--- src/sv/assert_macros.svh ---
// Assertion macros shared by the tokenizer RTL.
`ifndef ASSERT_MACROS_SVH
`define ASSERT_MACROS_SVH
`ifndef NO_ASSERTIONS
`define ASSERT_ALWAYS(label, expr, msg) \
    label: assert property (@(posedge clk) disable iff (!rst_n) (expr)) else $error(msg);
`define ASSERT_NEXT(label, ante, cons, msg) \
    label: assert property (@(posedge clk) disable iff (!rst_n) (ante) |=> (cons)) else $error(msg);
`else
`define ASSERT_ALWAYS(label, expr, msg)
`define ASSERT_NEXT(label, ante, cons, msg)
`endif
`endif

--- src/sv/sbt_pkg.sv ---
// Package with types, constants and helper functions of the source byte tokenizer.
`timescale 1ns / 1ps

package sbt_pkg;

    localparam int MAX_WORD_BYTES = 32;
    localparam int IDX_W          = $clog2(MAX_WORD_BYTES);
    localparam int LEN_W          = $clog2(MAX_WORD_BYTES + 1);
    localparam int KW_COUNT       = 7;

    localparam logic [7:0] CH_LOWER_A = 8'd97;
    localparam logic [7:0] CH_LOWER_Z = 8'd122;
    localparam logic [7:0] CH_DIGIT_0 = 8'd48;
    localparam logic [7:0] CH_DIGIT_9 = 8'd57;
    localparam logic [7:0] CH_HASH    = "#";
    localparam logic [7:0] CH_QUOTE   = 8'h22;
    localparam logic [7:0] CH_AT      = "@";
    localparam logic [7:0] CH_SPACE   = 8'h20;
    localparam logic [7:0] CH_NEWLINE = 8'h0a;
    localparam logic [7:0] CH_TAB     = 8'h09;
    localparam logic [7:0] CH_LPAREN  = "(";
    localparam logic [7:0] CH_RPAREN  = ")";
    localparam logic [7:0] CH_LBRACE  = "{";
    localparam logic [7:0] CH_RBRACE  = "}";
    localparam logic [7:0] CH_SEMI    = ";";
    localparam logic [7:0] CH_COLON   = ":";
    localparam logic [7:0] CH_EQUAL   = "=";
    localparam logic [7:0] CH_LESS    = "<";
    localparam logic [7:0] CH_GREATER = ">";
    localparam logic [7:0] CH_BANG    = "!";

    localparam logic [4:0] KIND_IDENT   = 5'd7;
    localparam logic [4:0] KIND_NUMBER  = 5'd8;
    localparam logic [4:0] KIND_LPAREN  = 5'd9;
    localparam logic [4:0] KIND_RPAREN  = 5'd10;
    localparam logic [4:0] KIND_LBRACE  = 5'd11;
    localparam logic [4:0] KIND_RBRACE  = 5'd12;
    localparam logic [4:0] KIND_SEMI    = 5'd13;
    localparam logic [4:0] KIND_COLON   = 5'd14;
    localparam logic [4:0] KIND_STRING  = 5'd15;
    localparam logic [4:0] KIND_ATTR    = 5'd16;
    localparam logic [4:0] KIND_OP_BASE = 5'd17;
    localparam logic [4:0] KIND_ERROR   = 5'd25;

    localparam logic [1:0] OP_ASSIGN  = 2'd0;
    localparam logic [1:0] OP_LESS    = 2'd1;
    localparam logic [1:0] OP_GREATER = 2'd2;
    localparam logic [1:0] OP_BANG    = 2'd3;

    localparam logic [7:0] KW_TEXT [KW_COUNT][8] = '{
        '{"f", "u", "n", "c", 8'h00, 8'h00, 8'h00, 8'h00},
        '{"r", "e", "t", "u", "r", "n", 8'h00, 8'h00},
        '{"i", "f", 8'h00, 8'h00, 8'h00, 8'h00, 8'h00, 8'h00},
        '{"e", "l", "i", "f", 8'h00, 8'h00, 8'h00, 8'h00},
        '{"e", "l", "s", "e", 8'h00, 8'h00, 8'h00, 8'h00},
        '{"l", "e", "t", 8'h00, 8'h00, 8'h00, 8'h00, 8'h00},
        '{"c", "o", "n", "s", "t", 8'h00, 8'h00, 8'h00}
    };
    localparam logic [2:0] KW_LEN [KW_COUNT] = '{3'd4, 3'd6, 3'd2, 3'd4, 3'd4, 3'd3, 3'd5};

    typedef enum logic [2:0] {
        MODE_IDLE = 3'd0,
        MODE_WORD = 3'd1,
        MODE_NUM  = 3'd2,
        MODE_STR  = 3'd3,
        MODE_ATTR = 3'd4,
        MODE_CMT  = 3'd5,
        MODE_OP   = 3'd6
    } mode_t;

    typedef enum logic [2:0] {
        ST_IDLE,
        ST_READ,
        ST_SEND,
        ST_SINGLE,
        ST_TAIL
    } state_t;

    typedef struct packed {
        logic [7:0] data_byte;
        logic       end_of_stream;
    } src_item_t;

    typedef struct packed {
        logic [4:0] token_kind;
        logic [7:0] text_byte;
        logic       has_text;
        logic       text_truncated;
        logic       token_done;
        logic       last;
    } tok_item_t;

    function automatic logic is_lower(input logic [7:0] c);
        return (c >= CH_LOWER_A) && (c <= CH_LOWER_Z);
    endfunction

    function automatic logic is_digit(input logic [7:0] c);
        return (c >= CH_DIGIT_0) && (c <= CH_DIGIT_9);
    endfunction

    // Keywords that still agree with a word after byte c lands at position pos.
    function automatic logic [KW_COUNT-1:0] kw_step(input logic [LEN_W-1:0] pos,
                                                    input logic [7:0] c);
        logic [KW_COUNT-1:0] m;
        m = '0;
        for (int k = 0; k < KW_COUNT; k++)
        begin
            if (pos < LEN_W'(KW_LEN[k]))
            begin
                m[k] = (KW_TEXT[k][pos[2:0]] == c);
            end
        end
        return m;
    endfunction

endpackage

--- src/sv/source_byte_tokenizer_unit.sv ---
// Top level of the source byte tokenizer: scanner, word memory and result sequencer.
`timescale 1ns / 1ps
`include "assert_macros.svh"

// The tokenizer takes one source byte per transaction and returns tokens, one
// result per text byte. A byte that only extends a word, number, string or
// attribute, or that is skipped, is taken while the unit stays idle. Text is
// kept in a synchronous word memory of MAX_WORD_BYTES entries; each text byte
// of a finished token is read from the memory in ST_READ and loaded into the
// output register in ST_SEND, which waits for a free output slot. Keywords,
// operators, punctuation and error tokens give one result each. Keyword
// matching is done byte by byte as the word is written, so no extra pass over
// the memory is needed. The next byte is taken once the last result of the
// current one sits in the output register.
module source_byte_tokenizer_unit
    import sbt_pkg::*;
(
    input  logic      clk,
    input  logic      rst_n,
    input  logic      src_valid,
    output logic      src_ready,
    input  src_item_t src_data,
    output logic      tok_valid,
    input  logic      tok_ready,
    output tok_item_t tok_data
);

    logic [7:0] mem [MAX_WORD_BYTES];
    logic [7:0] mem_rdata_reg;
    logic       mem_we;
    logic [IDX_W-1:0] mem_waddr;
    logic [7:0] mem_wdata;
    logic       mem_re;

    state_t state_reg, state_next;
    mode_t  mode_reg, mode_next;
    logic [1:0] pend_reg, pend_next;
    logic [LEN_W-1:0] len_reg, len_next;
    logic ovf_reg, ovf_next;
    logic [KW_COUNT-1:0] mask_reg, mask_next;

    logic fl_text_reg, fl_text_next;
    logic fl_single_reg, fl_single_next;
    logic [4:0] fl_kind_reg, fl_kind_next;
    logic fl_trunc_reg, fl_trunc_next;
    logic [LEN_W-1:0] flen_reg;
    logic tail_en_reg, tail_en_next;
    logic [4:0] tail_kind_reg, tail_kind_next;
    logic [7:0] tail_byte_reg, tail_byte_next;
    logic tail_has_reg, tail_has_next;
    logic dw_en_reg, dw_en_next;
    logic [7:0] dw_byte_reg;
    logic [IDX_W-1:0] idx_reg, idx_next;

    logic out_valid_reg, out_valid_next;
    tok_item_t out_reg, out_next;
    logic load;
    logic slot_free;
    logic is_end;

    logic accept;
    logic [7:0] c;
    logic flush_en, do_idle, append_en, append_fits;
    logic [LEN_W-1:0] app_pos;
    logic kw_hit;
    logic [4:0] kw_kind;
    logic text_mode;
    logic acc_we;

    assign accept    = src_valid && src_ready;
    assign c         = src_data.data_byte;
    assign slot_free = !out_valid_reg || tok_ready;
    assign is_end    = (LEN_W'(idx_reg) + LEN_W'(1)) == flen_reg;
    assign tok_valid = out_valid_reg;
    assign tok_data  = out_reg;

    always_comb
    begin
        kw_hit  = 1'b0;
        kw_kind = KIND_IDENT;
        for (int k = KW_COUNT - 1; k >= 0; k--)
        begin
            if (!ovf_reg && mask_reg[k] && (len_reg == LEN_W'(KW_LEN[k])))
            begin
                kw_hit  = 1'b1;
                kw_kind = 5'(k);
            end
        end
    end

    always_comb
    begin
        mode_next      = mode_reg;
        pend_next      = pend_reg;
        len_next       = len_reg;
        ovf_next       = ovf_reg;
        mask_next      = mask_reg;
        flush_en       = 1'b0;
        do_idle        = 1'b0;
        append_en      = 1'b0;
        tail_en_next   = 1'b0;
        tail_kind_next = KIND_ERROR;
        tail_byte_next = '0;
        tail_has_next  = 1'b0;
        app_pos        = '0;
        append_fits    = 1'b0;

        if (src_data.end_of_stream)
        begin
            flush_en = 1'b1;
        end
        else
        begin
            case (mode_reg) inside
                MODE_WORD, MODE_ATTR:
                begin
                    if (is_lower(c))
                        append_en = 1'b1;
                    else
                    begin
                        flush_en = 1'b1;
                        do_idle  = 1'b1;
                    end
                end
                MODE_NUM:
                begin
                    if (is_digit(c))
                        append_en = 1'b1;
                    else
                    begin
                        flush_en = 1'b1;
                        do_idle  = 1'b1;
                    end
                end
                MODE_STR:
                begin
                    if (c == CH_QUOTE)
                        flush_en = 1'b1;
                    else
                        append_en = 1'b1;
                end
                MODE_CMT:
                begin
                    if (c == CH_NEWLINE)
                        mode_next = MODE_IDLE;
                end
                MODE_OP:
                begin
                    if (c == CH_EQUAL)
                    begin
                        tail_en_next   = 1'b1;
                        tail_kind_next = KIND_OP_BASE + {2'b00, pend_reg, 1'b1};
                        mode_next      = MODE_IDLE;
                    end
                    else
                    begin
                        flush_en = 1'b1;
                        do_idle  = 1'b1;
                    end
                end
                default:
                begin
                    mode_next = MODE_IDLE;
                    do_idle   = 1'b1;
                end
            endcase
        end

        if (flush_en || do_idle)
        begin
            if (flush_en)
                mode_next = MODE_IDLE;
            len_next  = '0;
            ovf_next  = 1'b0;
            mask_next = '1;
        end

        if (do_idle)
        begin
            if (is_lower(c))
            begin
                append_en = 1'b1;
                mode_next = MODE_WORD;
            end
            else if (is_digit(c))
            begin
                append_en = 1'b1;
                mode_next = MODE_NUM;
            end
            else
            begin
                case (c) inside
                    CH_SPACE, CH_NEWLINE, CH_TAB: ;
                    CH_HASH:    mode_next = MODE_CMT;
                    CH_QUOTE:   mode_next = MODE_STR;
                    CH_AT:      mode_next = MODE_ATTR;
                    CH_LPAREN:  begin tail_en_next = 1'b1; tail_kind_next = KIND_LPAREN; end
                    CH_RPAREN:  begin tail_en_next = 1'b1; tail_kind_next = KIND_RPAREN; end
                    CH_LBRACE:  begin tail_en_next = 1'b1; tail_kind_next = KIND_LBRACE; end
                    CH_RBRACE:  begin tail_en_next = 1'b1; tail_kind_next = KIND_RBRACE; end
                    CH_SEMI:    begin tail_en_next = 1'b1; tail_kind_next = KIND_SEMI; end
                    CH_COLON:   begin tail_en_next = 1'b1; tail_kind_next = KIND_COLON; end
                    CH_EQUAL:   begin pend_next = OP_ASSIGN;  mode_next = MODE_OP; end
                    CH_LESS:    begin pend_next = OP_LESS;    mode_next = MODE_OP; end
                    CH_GREATER: begin pend_next = OP_GREATER; mode_next = MODE_OP; end
                    CH_BANG:    begin pend_next = OP_BANG;    mode_next = MODE_OP; end
                    default:
                    begin
                        tail_en_next   = 1'b1;
                        tail_kind_next = KIND_ERROR;
                        tail_byte_next = c;
                        tail_has_next  = 1'b1;
                    end
                endcase
            end
        end

        if (append_en)
        begin
            app_pos     = len_next;
            append_fits = app_pos < LEN_W'(MAX_WORD_BYTES);
            if (append_fits)
            begin
                mask_next = mask_next & kw_step(app_pos, c);
                len_next  = app_pos + LEN_W'(1);
            end
            else
            begin
                ovf_next = 1'b1;
            end
        end
    end

    always_comb
    begin
        text_mode = 1'b0;
        case (mode_reg) inside
            MODE_WORD, MODE_NUM, MODE_STR, MODE_ATTR: text_mode = 1'b1;
            default: text_mode = 1'b0;
        endcase

        fl_text_next   = flush_en && text_mode && (len_reg != '0)
                         && !((mode_reg == MODE_WORD) && kw_hit);
        fl_single_next = flush_en && !fl_text_next && (text_mode || (mode_reg == MODE_OP));
        fl_trunc_next  = text_mode && ovf_reg && !((mode_reg == MODE_WORD) && kw_hit);

        case (mode_reg)
            MODE_WORD: fl_kind_next = kw_hit ? kw_kind : KIND_IDENT;
            MODE_NUM:  fl_kind_next = KIND_NUMBER;
            MODE_STR:  fl_kind_next = KIND_STRING;
            MODE_ATTR: fl_kind_next = KIND_ATTR;
            MODE_OP:   fl_kind_next = KIND_OP_BASE + {2'b00, pend_reg, 1'b0};
            default:   fl_kind_next = KIND_ERROR;
        endcase

        acc_we     = accept && append_en && append_fits && !fl_text_next;
        dw_en_next = append_en && fl_text_next;
    end

    always_comb
    begin
        state_next     = state_reg;
        src_ready      = 1'b0;
        mem_re         = 1'b0;
        mem_we         = 1'b0;
        mem_waddr      = app_pos[IDX_W-1:0];
        mem_wdata      = c;
        load           = 1'b0;
        out_next       = out_reg;
        idx_next       = idx_reg;

        unique case (state_reg)
            ST_IDLE:
            begin
                src_ready = 1'b1;
                mem_we    = acc_we;
                if (accept)
                begin
                    idx_next = '0;
                    if (fl_text_next)
                        state_next = ST_READ;
                    else if (fl_single_next)
                        state_next = ST_SINGLE;
                    else if (tail_en_next)
                        state_next = ST_TAIL;
                end
            end
            ST_READ:
            begin
                mem_re     = 1'b1;
                state_next = ST_SEND;
            end
            ST_SEND:
            begin
                if (slot_free)
                begin
                    load     = 1'b1;
                    out_next = '{token_kind: fl_kind_reg, text_byte: mem_rdata_reg,
                                 has_text: 1'b1, text_truncated: fl_trunc_reg,
                                 token_done: is_end, last: is_end && !tail_en_reg};
                    if (is_end)
                    begin
                        mem_we     = dw_en_reg;
                        mem_waddr  = '0;
                        mem_wdata  = dw_byte_reg;
                        state_next = tail_en_reg ? ST_TAIL : ST_IDLE;
                    end
                    else
                    begin
                        idx_next   = idx_reg + IDX_W'(1);
                        state_next = ST_READ;
                    end
                end
            end
            ST_SINGLE:
            begin
                if (slot_free)
                begin
                    load       = 1'b1;
                    out_next   = '{token_kind: fl_kind_reg, text_byte: 8'h00,
                                   has_text: 1'b0, text_truncated: fl_trunc_reg,
                                   token_done: 1'b1, last: !tail_en_reg};
                    state_next = tail_en_reg ? ST_TAIL : ST_IDLE;
                end
            end
            ST_TAIL:
            begin
                if (slot_free)
                begin
                    load       = 1'b1;
                    out_next   = '{token_kind: tail_kind_reg, text_byte: tail_byte_reg,
                                   has_text: tail_has_reg, text_truncated: 1'b0,
                                   token_done: 1'b1, last: 1'b1};
                    state_next = ST_IDLE;
                end
            end
            default:
            begin
                state_next = ST_IDLE;
            end
        endcase

        if (load)
            out_valid_next = 1'b1;
        else if (tok_ready)
            out_valid_next = 1'b0;
        else
            out_valid_next = out_valid_reg;
    end

    always_ff @(posedge clk)
    begin
        if (mem_we)
            mem[mem_waddr] <= mem_wdata;
        if (mem_re)
            mem_rdata_reg <= mem[idx_reg];
    end

    always_ff @(posedge clk or negedge rst_n)
    begin
        if (!rst_n)
        begin
            state_reg     <= ST_IDLE;
            mode_reg      <= MODE_IDLE;
            pend_reg      <= OP_ASSIGN;
            len_reg       <= '0;
            ovf_reg       <= 1'b0;
            mask_reg      <= '1;
            fl_text_reg   <= 1'b0;
            fl_single_reg <= 1'b0;
            tail_en_reg   <= 1'b0;
            dw_en_reg     <= 1'b0;
            flen_reg      <= '0;
            idx_reg       <= '0;
            out_valid_reg <= 1'b0;
        end
        else
        begin
            state_reg     <= state_next;
            idx_reg       <= idx_next;
            out_valid_reg <= out_valid_next;
            if (accept)
            begin
                mode_reg      <= mode_next;
                pend_reg      <= pend_next;
                len_reg       <= len_next;
                ovf_reg       <= ovf_next;
                mask_reg      <= mask_next;
                fl_text_reg   <= fl_text_next;
                fl_single_reg <= fl_single_next;
                tail_en_reg   <= tail_en_next;
                dw_en_reg     <= dw_en_next;
                flen_reg      <= len_reg;
            end
        end
    end

    always_ff @(posedge clk)
    begin
        if (load)
            out_reg <= out_next;
        if (accept)
        begin
            fl_kind_reg   <= fl_kind_next;
            fl_trunc_reg  <= fl_trunc_next;
            tail_kind_reg <= tail_kind_next;
            tail_byte_reg <= tail_byte_next;
            tail_has_reg  <= tail_has_next;
            dw_byte_reg   <= c;
        end
    end

    `ASSERT_ALWAYS(a_len_bound, len_reg <= LEN_W'(MAX_WORD_BYTES), "Word too long.")
    `ASSERT_ALWAYS(a_ovf_full, !ovf_reg || len_reg == LEN_W'(MAX_WORD_BYTES), "Early overflow.")
    `ASSERT_ALWAYS(a_port_conflict, !(mem_we && mem_re), "Memory read and write together.")
    `ASSERT_ALWAYS(a_send_range, state_reg != ST_SEND || fl_text_reg, "Readout without text.")
    `ASSERT_ALWAYS(a_single_src, state_reg != ST_SINGLE || fl_single_reg, "Single without flush.")
    `ASSERT_NEXT(a_last_idle, load && out_next.last, state_reg == ST_IDLE, "Busy after last.")

endmodule
--- config.mk ---
export PLATFORM = sky130hd
export DESIGN_NAME = source_byte_tokenizer_unit
export DESIGN_NICKNAME = d
export VERILOG_FILES = /design/src/sv/sbt_pkg.sv /design/src/sv/source_byte_tokenizer_unit.sv
export VERILOG_INCLUDE_DIRS = /design/src /design/src/sv
export SDC_FILE = /design/constraint.sdc
export NUM_CORES = 1
export LEC_CHECK = 0
export ABC_AREA = 1
export BUFFER_PORTS_ARGS = -buffer_cell sky130_fd_sc_hd__buf_2
export CAP_MARGIN = 40
export CELL_PAD_IN_SITES_DETAIL_PLACEMENT = 0
export CELL_PAD_IN_SITES_GLOBAL_PLACEMENT = 1
export CORE_MARGIN = 10
export CORE_UTILIZATION = 50
export CTS_CLUSTER_DIAMETER = 80
export CTS_CLUSTER_SIZE = 20
export DETAILED_ROUTE_END_ITERATION = 12
export GPL_TIMING_DRIVEN = 0
export PLACE_DENSITY = 0.75
export SETUP_SLACK_MARGIN = 0.05
export SYNTH_ARGS = -nofsm -noshare
export SYNTH_HDL_FRONTEND = slang
export SYNTH_SLANG_ARGS = --single-unit
export TNS_END_PERCENT = 20
--- constraint.sdc ---
create_clock -name clk -period 3.7 [get_ports clk]
set_clock_uncertainty 0.1 [all_clocks]
set_input_delay 0.185 -clock clk [delete_from_list [all_inputs] [get_ports clk]]
set_output_delay 0.185 -clock clk [all_outputs]
set_load 0.05 [all_outputs]
; ---- Yosys cells after proc, flatten, opt, wreduce, memory -nomap -nowiden
; Memory sizes are Yosys's and may differ from the RTL's. A register that Yosys moved wholly into a read port is not among the register bits.
; Index checks and enable logic that the tools add are counted.
; Widths: inputs -> output; s select.
[totals]
output_inout_bits = 19
mem_bits_ro = 448
input_bits = 13
latchBits = 0
wordCells = 365
register_bits = 81
mem_bits_rw = 256
n_memories = 8
[mem_list]
columns = name, words, word_bits, rd, rd_ports_with_merged_regs, wr, line_no
row1 = mem, 32, 8, 1, 1, 1, source_byte_tokenizer_unit.sv:28  ; logic [7:0] mem [MAX_WORD_BYTES];
row2 = (name not given), 8, 8, 1, 0, 0, sbt_pkg.sv:110  ; m[k] = (KW_TEXT[k][pos[2:0]] == c);
row3 = (name not given), 8, 8, 1, 0, 0, sbt_pkg.sv:110
row4 = (name not given), 8, 8, 1, 0, 0, sbt_pkg.sv:110
row5 = (name not given), 8, 8, 1, 0, 0, sbt_pkg.sv:110
row6 = (name not given), 8, 8, 1, 0, 0, sbt_pkg.sv:110
row7 = +2 memories, --, --, --, --, --, --
[classes]
eq_ne = 45
n_mux = 204
addsub = 5
order_cmp = 11
n_reduce_logical = 54
bitwise = 15
div_mod_pow = 0
multipliers = 0
shift = 0
[op_table]
columns = op, n
row1 = $mux 5, 36
row2 = $mux 8, 17
row3 = $mux 3, 36
row4 = $mux 1, 95
row5 = $eq 8x6->1 const B, 11
row6 = $eq 8x8->1, 7
row7 = $mux 17, 3
row8 = $pmux 17 s3, 1
row9 = $logic_and 1x1->1, 30
row10 = $pmux 5 s5, 1
row11 = $eq 8x7->1 const B, 3
row12 = $mux 7, 3
row13 = $reduce_or 19->1, 1
row14 = $eq 6x3->1 const B, 3
row15 = $lt 6x3->1 const B, 3
row16 = $mux 6, 3
row17 = $reduce_or 18->1, 1
row18 = $eq 8x4->1 const B, 2
row19 = $pmux 3 s5, 1
row20 = $reduce_and 15->1, 1
row21 = $not 1->1, 13
row22 = $eq 3x2->1 const B, 4
row23 = $eq 3x3->1 const B, 4
row24 = $eq 6x2->1 const B, 2
row25 = 32 further kinds, 53

; ---- Depth between registers and ports, before layout
[depth]
depth_word = 30
depth_mapped = 23
mapped_depth_nobuf = 21

; ---- Worst setup path after synthesis
; Ideal clock, no wire load.
[synth_path]
path_type = register -> register
startpoint = register idx_reg[1]
endpoint = memory mem[0][3] (data pin)
t_arrival_ps = 2700
setup_time_ps = 377
stages_incl_launch_ff = 11
path_buffers = 2
required_time_ps = 3223
synth_period_minus_slack_ps = 3177
setup_slack_ps = 523
path_cell_list = dfrtp_1 ha_1 inv_1 or2_2 nand4_1 nor3_2 nand4_1 buf_4 clkbuf_1 nor2_1 a21oi_1
[synth_via]
elab_chain_len = 5
[synth_rtl]
columns = element, line_no
row1 = "start, declared", source_byte_tokenizer_unit.sv:53  ; logic [IDX_W-1:0] idx_reg, idx_next;
row2 = "start signal, assigned", source_byte_tokenizer_unit.sv:380  ; idx_reg <= idx_next;
row3 = $add 5x1->6, source_byte_tokenizer_unit.sv:73  ; assign is_end = (LEN_W'(idx_reg) + LEN_W'(1)) == flen_reg;
row4 = $eq 6x6->1, source_byte_tokenizer_unit.sv:73
row5 = $mux 8, source_byte_tokenizer_unit.sv:301  ; if (is_end)
row6 = $mux 8, source_byte_tokenizer_unit.sv:295  ; if (slot_free)
row7 = $mux 8, source_byte_tokenizer_unit.sv:272  ; unique case (state_reg)
row8 = net mem_wdata[3], source_byte_tokenizer_unit.sv:32  ; logic [7:0] mem_wdata;
row9 = "end, declared", source_byte_tokenizer_unit.sv:28
; The timed path passes the listed nets, and every way through them passes these cells.

; ---- Worst setup path after layout
[layout_path]
startpoint = input src_data[2] (netlist bit)
endpoint = memory mem[25][5] (enable)
[layout_via]
elab_chain_len = 17
word_cells_on_any_way = 52
cone_classes = order compare: 5 / eq/ne: 2 / mux: 35 / reduce/logical: 10
[layout_rtl]
columns = element, line_no
row1 = "start, declared", source_byte_tokenizer_unit.sv:22  ; input src_item_t src_data,
row2 = $eq 8x6->1, source_byte_tokenizer_unit.sv:149  ; if (c == CH_EQUAL)
row3 = $mux 1, source_byte_tokenizer_unit.sv:149
row4 = $mux 1 (5 in a row), source_byte_tokenizer_unit.sv:114  ; case (mode_reg) inside
row5 = $mux 1, source_byte_tokenizer_unit.sv:108  ; if (src_data.end_of_stream)
row6 = $logic_or 1x1->1, source_byte_tokenizer_unit.sv:169  ; if (flush_en || do_idle)
row7 = $mux 6, source_byte_tokenizer_unit.sv:169
row8 = $lt 6x6->1, source_byte_tokenizer_unit.sv:221  ; append_fits = app_pos < LEN_W'(MAX_WORD_BYTES);
row9 = $mux 1, source_byte_tokenizer_unit.sv:218  ; if (append_en)
row10 = $logic_and 1x1->1 (2 in a row), source_byte_tokenizer_unit.sv:256  ; acc_we = accept && append_en && append_fits && !fl_text_next;
row11 = $pmux 1 s2, source_byte_tokenizer_unit.sv:272
row12 = $mux 1, source_byte_tokenizer_unit.sv:353  ; if (mem_we)
row13 = $mux 1 (not written as such), source_byte_tokenizer_unit.sv:354  ; mem[mem_waddr] <= mem_wdata;
; Parallel ways exist; a longest one is shown, timed or not.

==> results.json <==
{
  "viasPerCell": 6.03,
  "synth_top_family_by_area": "simple AND/OR/NAND/NOR gates",
  "clock_insertion_delay_worst_skew_ns": 0.54,
  "p_comb_frac": 0.292,
  "pwr-share-seq": 0.476,
  "drv_slew": 0,
  "cts.clk_slew.worst_paths_ns": 0.08,
  "p_total_w": 0.0101,
  "worstSetupEndpointType": "flop",
  "critical_path.most_common_cell": "nand2_1",
  "synth_nets": 1448,
  "rsz0062_at_grt": "true",
  "diodes": 0,
  "fin_crit_sh": 0.967,
  "cts_buffers": 21,
  "track_usage": 0.241,
  "vias": 11705,
  "synth_compound_area_frac": 0.126,
  "cp.required_ns": 3.84,
  "ys_warn_count": 0,
  "syn_to_final_growth_pct": 13.4,
  "dpl.hpwl_mm": 34.0,
  "die_h_um": 196,
  "routed_wl_mm": 47.5,
  "status": "finished, final reports clean",
  "nNetsFinal": 1553,
  "synthArstFlopShare": 0.104,
  "drc": 0,
  "wl_per_cell_um": 24.5,
  "synth_flop_cell": "edfxtp_1",
  "drv_cap": 0,
  "syn_area_um2": 15500,
  "io_buffers": 31,
  "start_util": 0.506,
  "postRouteAntennaNets": 0,
  "p_int_w": 0.00657,
  "path_cells": "dlygate4sd3_1 > buf_2 > buf_6 > inv_2 > nand2_1 > nor2_2 > nand2_1 > nand2_1 > nand2_1 > nor2_1 > nand3_2 > nor2_2 > buf_6 > nand2_2 > inv_4 > buf_4 > nand4_1 > nor2_1 > buf_4",
  "synth-xor-area-share": 0.00792,
  "cts-root-buf": "clkbuf_16",
  "top_register": "mem",
  "peakVddDrop_v": 0.000338,
  "fmax_ghz": 0.280,
  "critPathMaxFanout": 10,
  "dr.pass1.iters": 6,
  "crit_path_top_delay_cell": "dlygate4sd3_1",
  "hold_violations": 0,
  "dp_cells": 1889,
  "powerDensity_nw_per_um2": 578,
  "grt_pass1_vias": 10828,
  "core_um2": 30600,
  "layoutNonFillerInstCount": 1941,
  "cts.sinks": 345,
  "synthDistinctLibCells": 48,
  "crit_path_start_kind": "primary input",
  "p_sw_w": 0.00357,
  "layout_commonest_cell": "edfxtp_1",
  "syn-instance-count": 1425,
  "gr-total-overflow": 0,
  "synth_area_per_cell_um2": 10.9,
  "grt_pass1_wl_mm": 69.8,
  "antenna_found_initial": 2,
  "grt_max_degree": 34,
  "rows": 64,
  "dieArea_um2": 38400,
  "place_congestion": 0.926,
  "yosys.area_share.simple": 0.158,
  "synth_adder_area_share": 0.00808,
  "synthMuxAreaShare": 0,
  "nFillCells": 2600,
  "synth_edf_count": 309,
  "pin_count": 32,
  "drive_gt1_frac": 0.131,
  "final_cell_mix": "edfxtp_1, nor2_1, o21ai_0, nand2_1, inv_1",
  "place_ws_ns": -0.105,
  "tightestPinTransition_ns": 0.884,
  "slowest_delay_ns": 0.54,
  "worstSetupPathType": "in -> reg",
  "hp-class": "in -> reg",
  "die_w_um": 196,
  "synth_top_cells_by_area": "edfxtp_1, nor2_1, o21ai_0, dfrtp_1, nand2_1",
  "clock_power_share": 0.232,
  "relSlewSlack": 0.410,
  "synth_seq_cells": 345,
  "yosysTopAreaCellShare": 0.599,
  "setup_ws_ns": 0.124,
  "yosysSeqAreaShare": 0.658,
  "clock_path_buffers": 3,
  "worstPathArrival_ns": 3.72,
  "p_leak_nw": 6.30,
  "period_minus_slack_ns": 3.58,
  "cts-htree-levels": 1,
  "setup_viol": 0,
  "largest_reg_flops": 256,
  "cts_tree": "built",
  "netSwitchingFraction": 0.352,
  "synth_top_area_cell": "edfxtp_1",
  "drtIter0Drc": 1294,
  "tns_ns": 0
}
## power by group through the flow
stage / registers [W] / clock network [W] / logic, W
floorplan: 0.00518 / 0 / 0.00159
global placement: 0.00491 / 0 / 0.00275
detailed placement: 0.00491 / 0 / 0.00288
CTS: 0.00482 / 0.00238 / 0.00290
global route: 0.00486 / 0.00253 / 0.00324
finish: 0.00483 / 0.00235 / 0.00296
## metal layers
metal	track usage	vias to the layer above	wire, um
li1	-	5313	-
met2	0.357	550	20800
met4	0.0639	2	1110
met1	0.354	5762	20800
met5	0	-	13
met3	0.0462	78	4750
## Yosys cell counts (2+ instances only)
cell type	number
o21ai_1	4
a21oi_1	32
edfxtp_1	309
o31ai_1	3
inv_2	10
a22oi_1	2
o21ai_0	178
nand2_1	163
nand3_2	4
or2_2	3
clkinv_1	2
nor2_1	285
nand3_1	62
nor2_2	4
dfstp_2	7
nand4_1	12
buf_2	5
buf_4	11
nand3_4	2
clkbuf_1	56
o22ai_1	28
nor3_2	3
xor2_1	9
nand2_2	6
nor3_1	17
nand4_2	3
a32oi_1	5
nor4_1	2
o211ai_1	4
a31oi_1	9
o221ai_1	44
ha_1	10
nor2_4	2
o21ai_4	2
dfrtp_1	29
a22o_1	8
inv_1	75
xnor2_1	5
## timing repair
| action | in CTS | in global routing |
|---|---|---|
| hold buffers | 10 | 0 |
| setup buffers | 0 | 5 |
| resized for setup | 4 | 44 |
| endpoints found under the setup margin | 51 | 303 |
| hold endpoints to repair | 46 | 0 |
| cloned | 0 | 0 |
| pin swaps | 0 | 3 |
## final cells by class
type / instances / area (um2) / share of cell area
Multi-Input combinational cell: 919 / 4840 / 0.276
Inverter: 87 / 332 / 0.0189
Sequential cell: 345 / 10200 / 0.580
Clock inverter: 3 / 28.8 / 0.00164
Timing Repair Buffer: 83 / 752 / 0.0428
Tap cell: 396 / 495 / 0.0282
Buffer: 73 / 337 / 0.0192
Clock buffer: 35 / 588 / 0.0335
## critical path: cells and delay by family
family | cells | cell delay (ns)
AND/OR/NAND/NOR | 11 | 1.92
buffers and inverters | 8 | 1.58
## path summary, 6_finish.rpt
check | from | endpoint | slack [ns] | cells after the start
worst max-delay path | src_data[2] | mem[25][5] | 0.12 | 19
max in group asynchronous | rst_n | mask_reg[2] | 3.15 | 3
worst min register to register | flen_reg[5] | flen_reg[5] | 0.40 | 2
worst min-delay path | src_data[0] | tail_kind_reg[2] | 0.06 | 4
worst max register to register | idx_reg[0] | mem[2][3] | 0.14 | 11
min in group asynchronous | rst_n | mask_reg[3] | 0.09 | 2
## kinds of logic (layout without fill, tap and decap cells)
family / after synthesis / count (layout)
DFF: 345 / 345
buffers and inverters: 161 / 281
AOI/OAI and AO/OA: 324 / 324
xor gates and xnor gates: 14 / 14
and+or+nand+nor: 571 / 571
adders and majority gates: 10 / 10
## metrics by stage
step           cell area, um2  utilization  hold WS (ns)
2_1_floorplan           15500            -        -0.211
4_1_cts                 17400        0.568        0.0336
5_1_grt                 17600        0.574        0.0807
6_report                17600        0.574        0.0584
3_5_place_dp            16600        0.544         0.102
3_3_place_gp            16100        0.528         0.252
No activity file was read; power rests on OpenSTA's default activity.
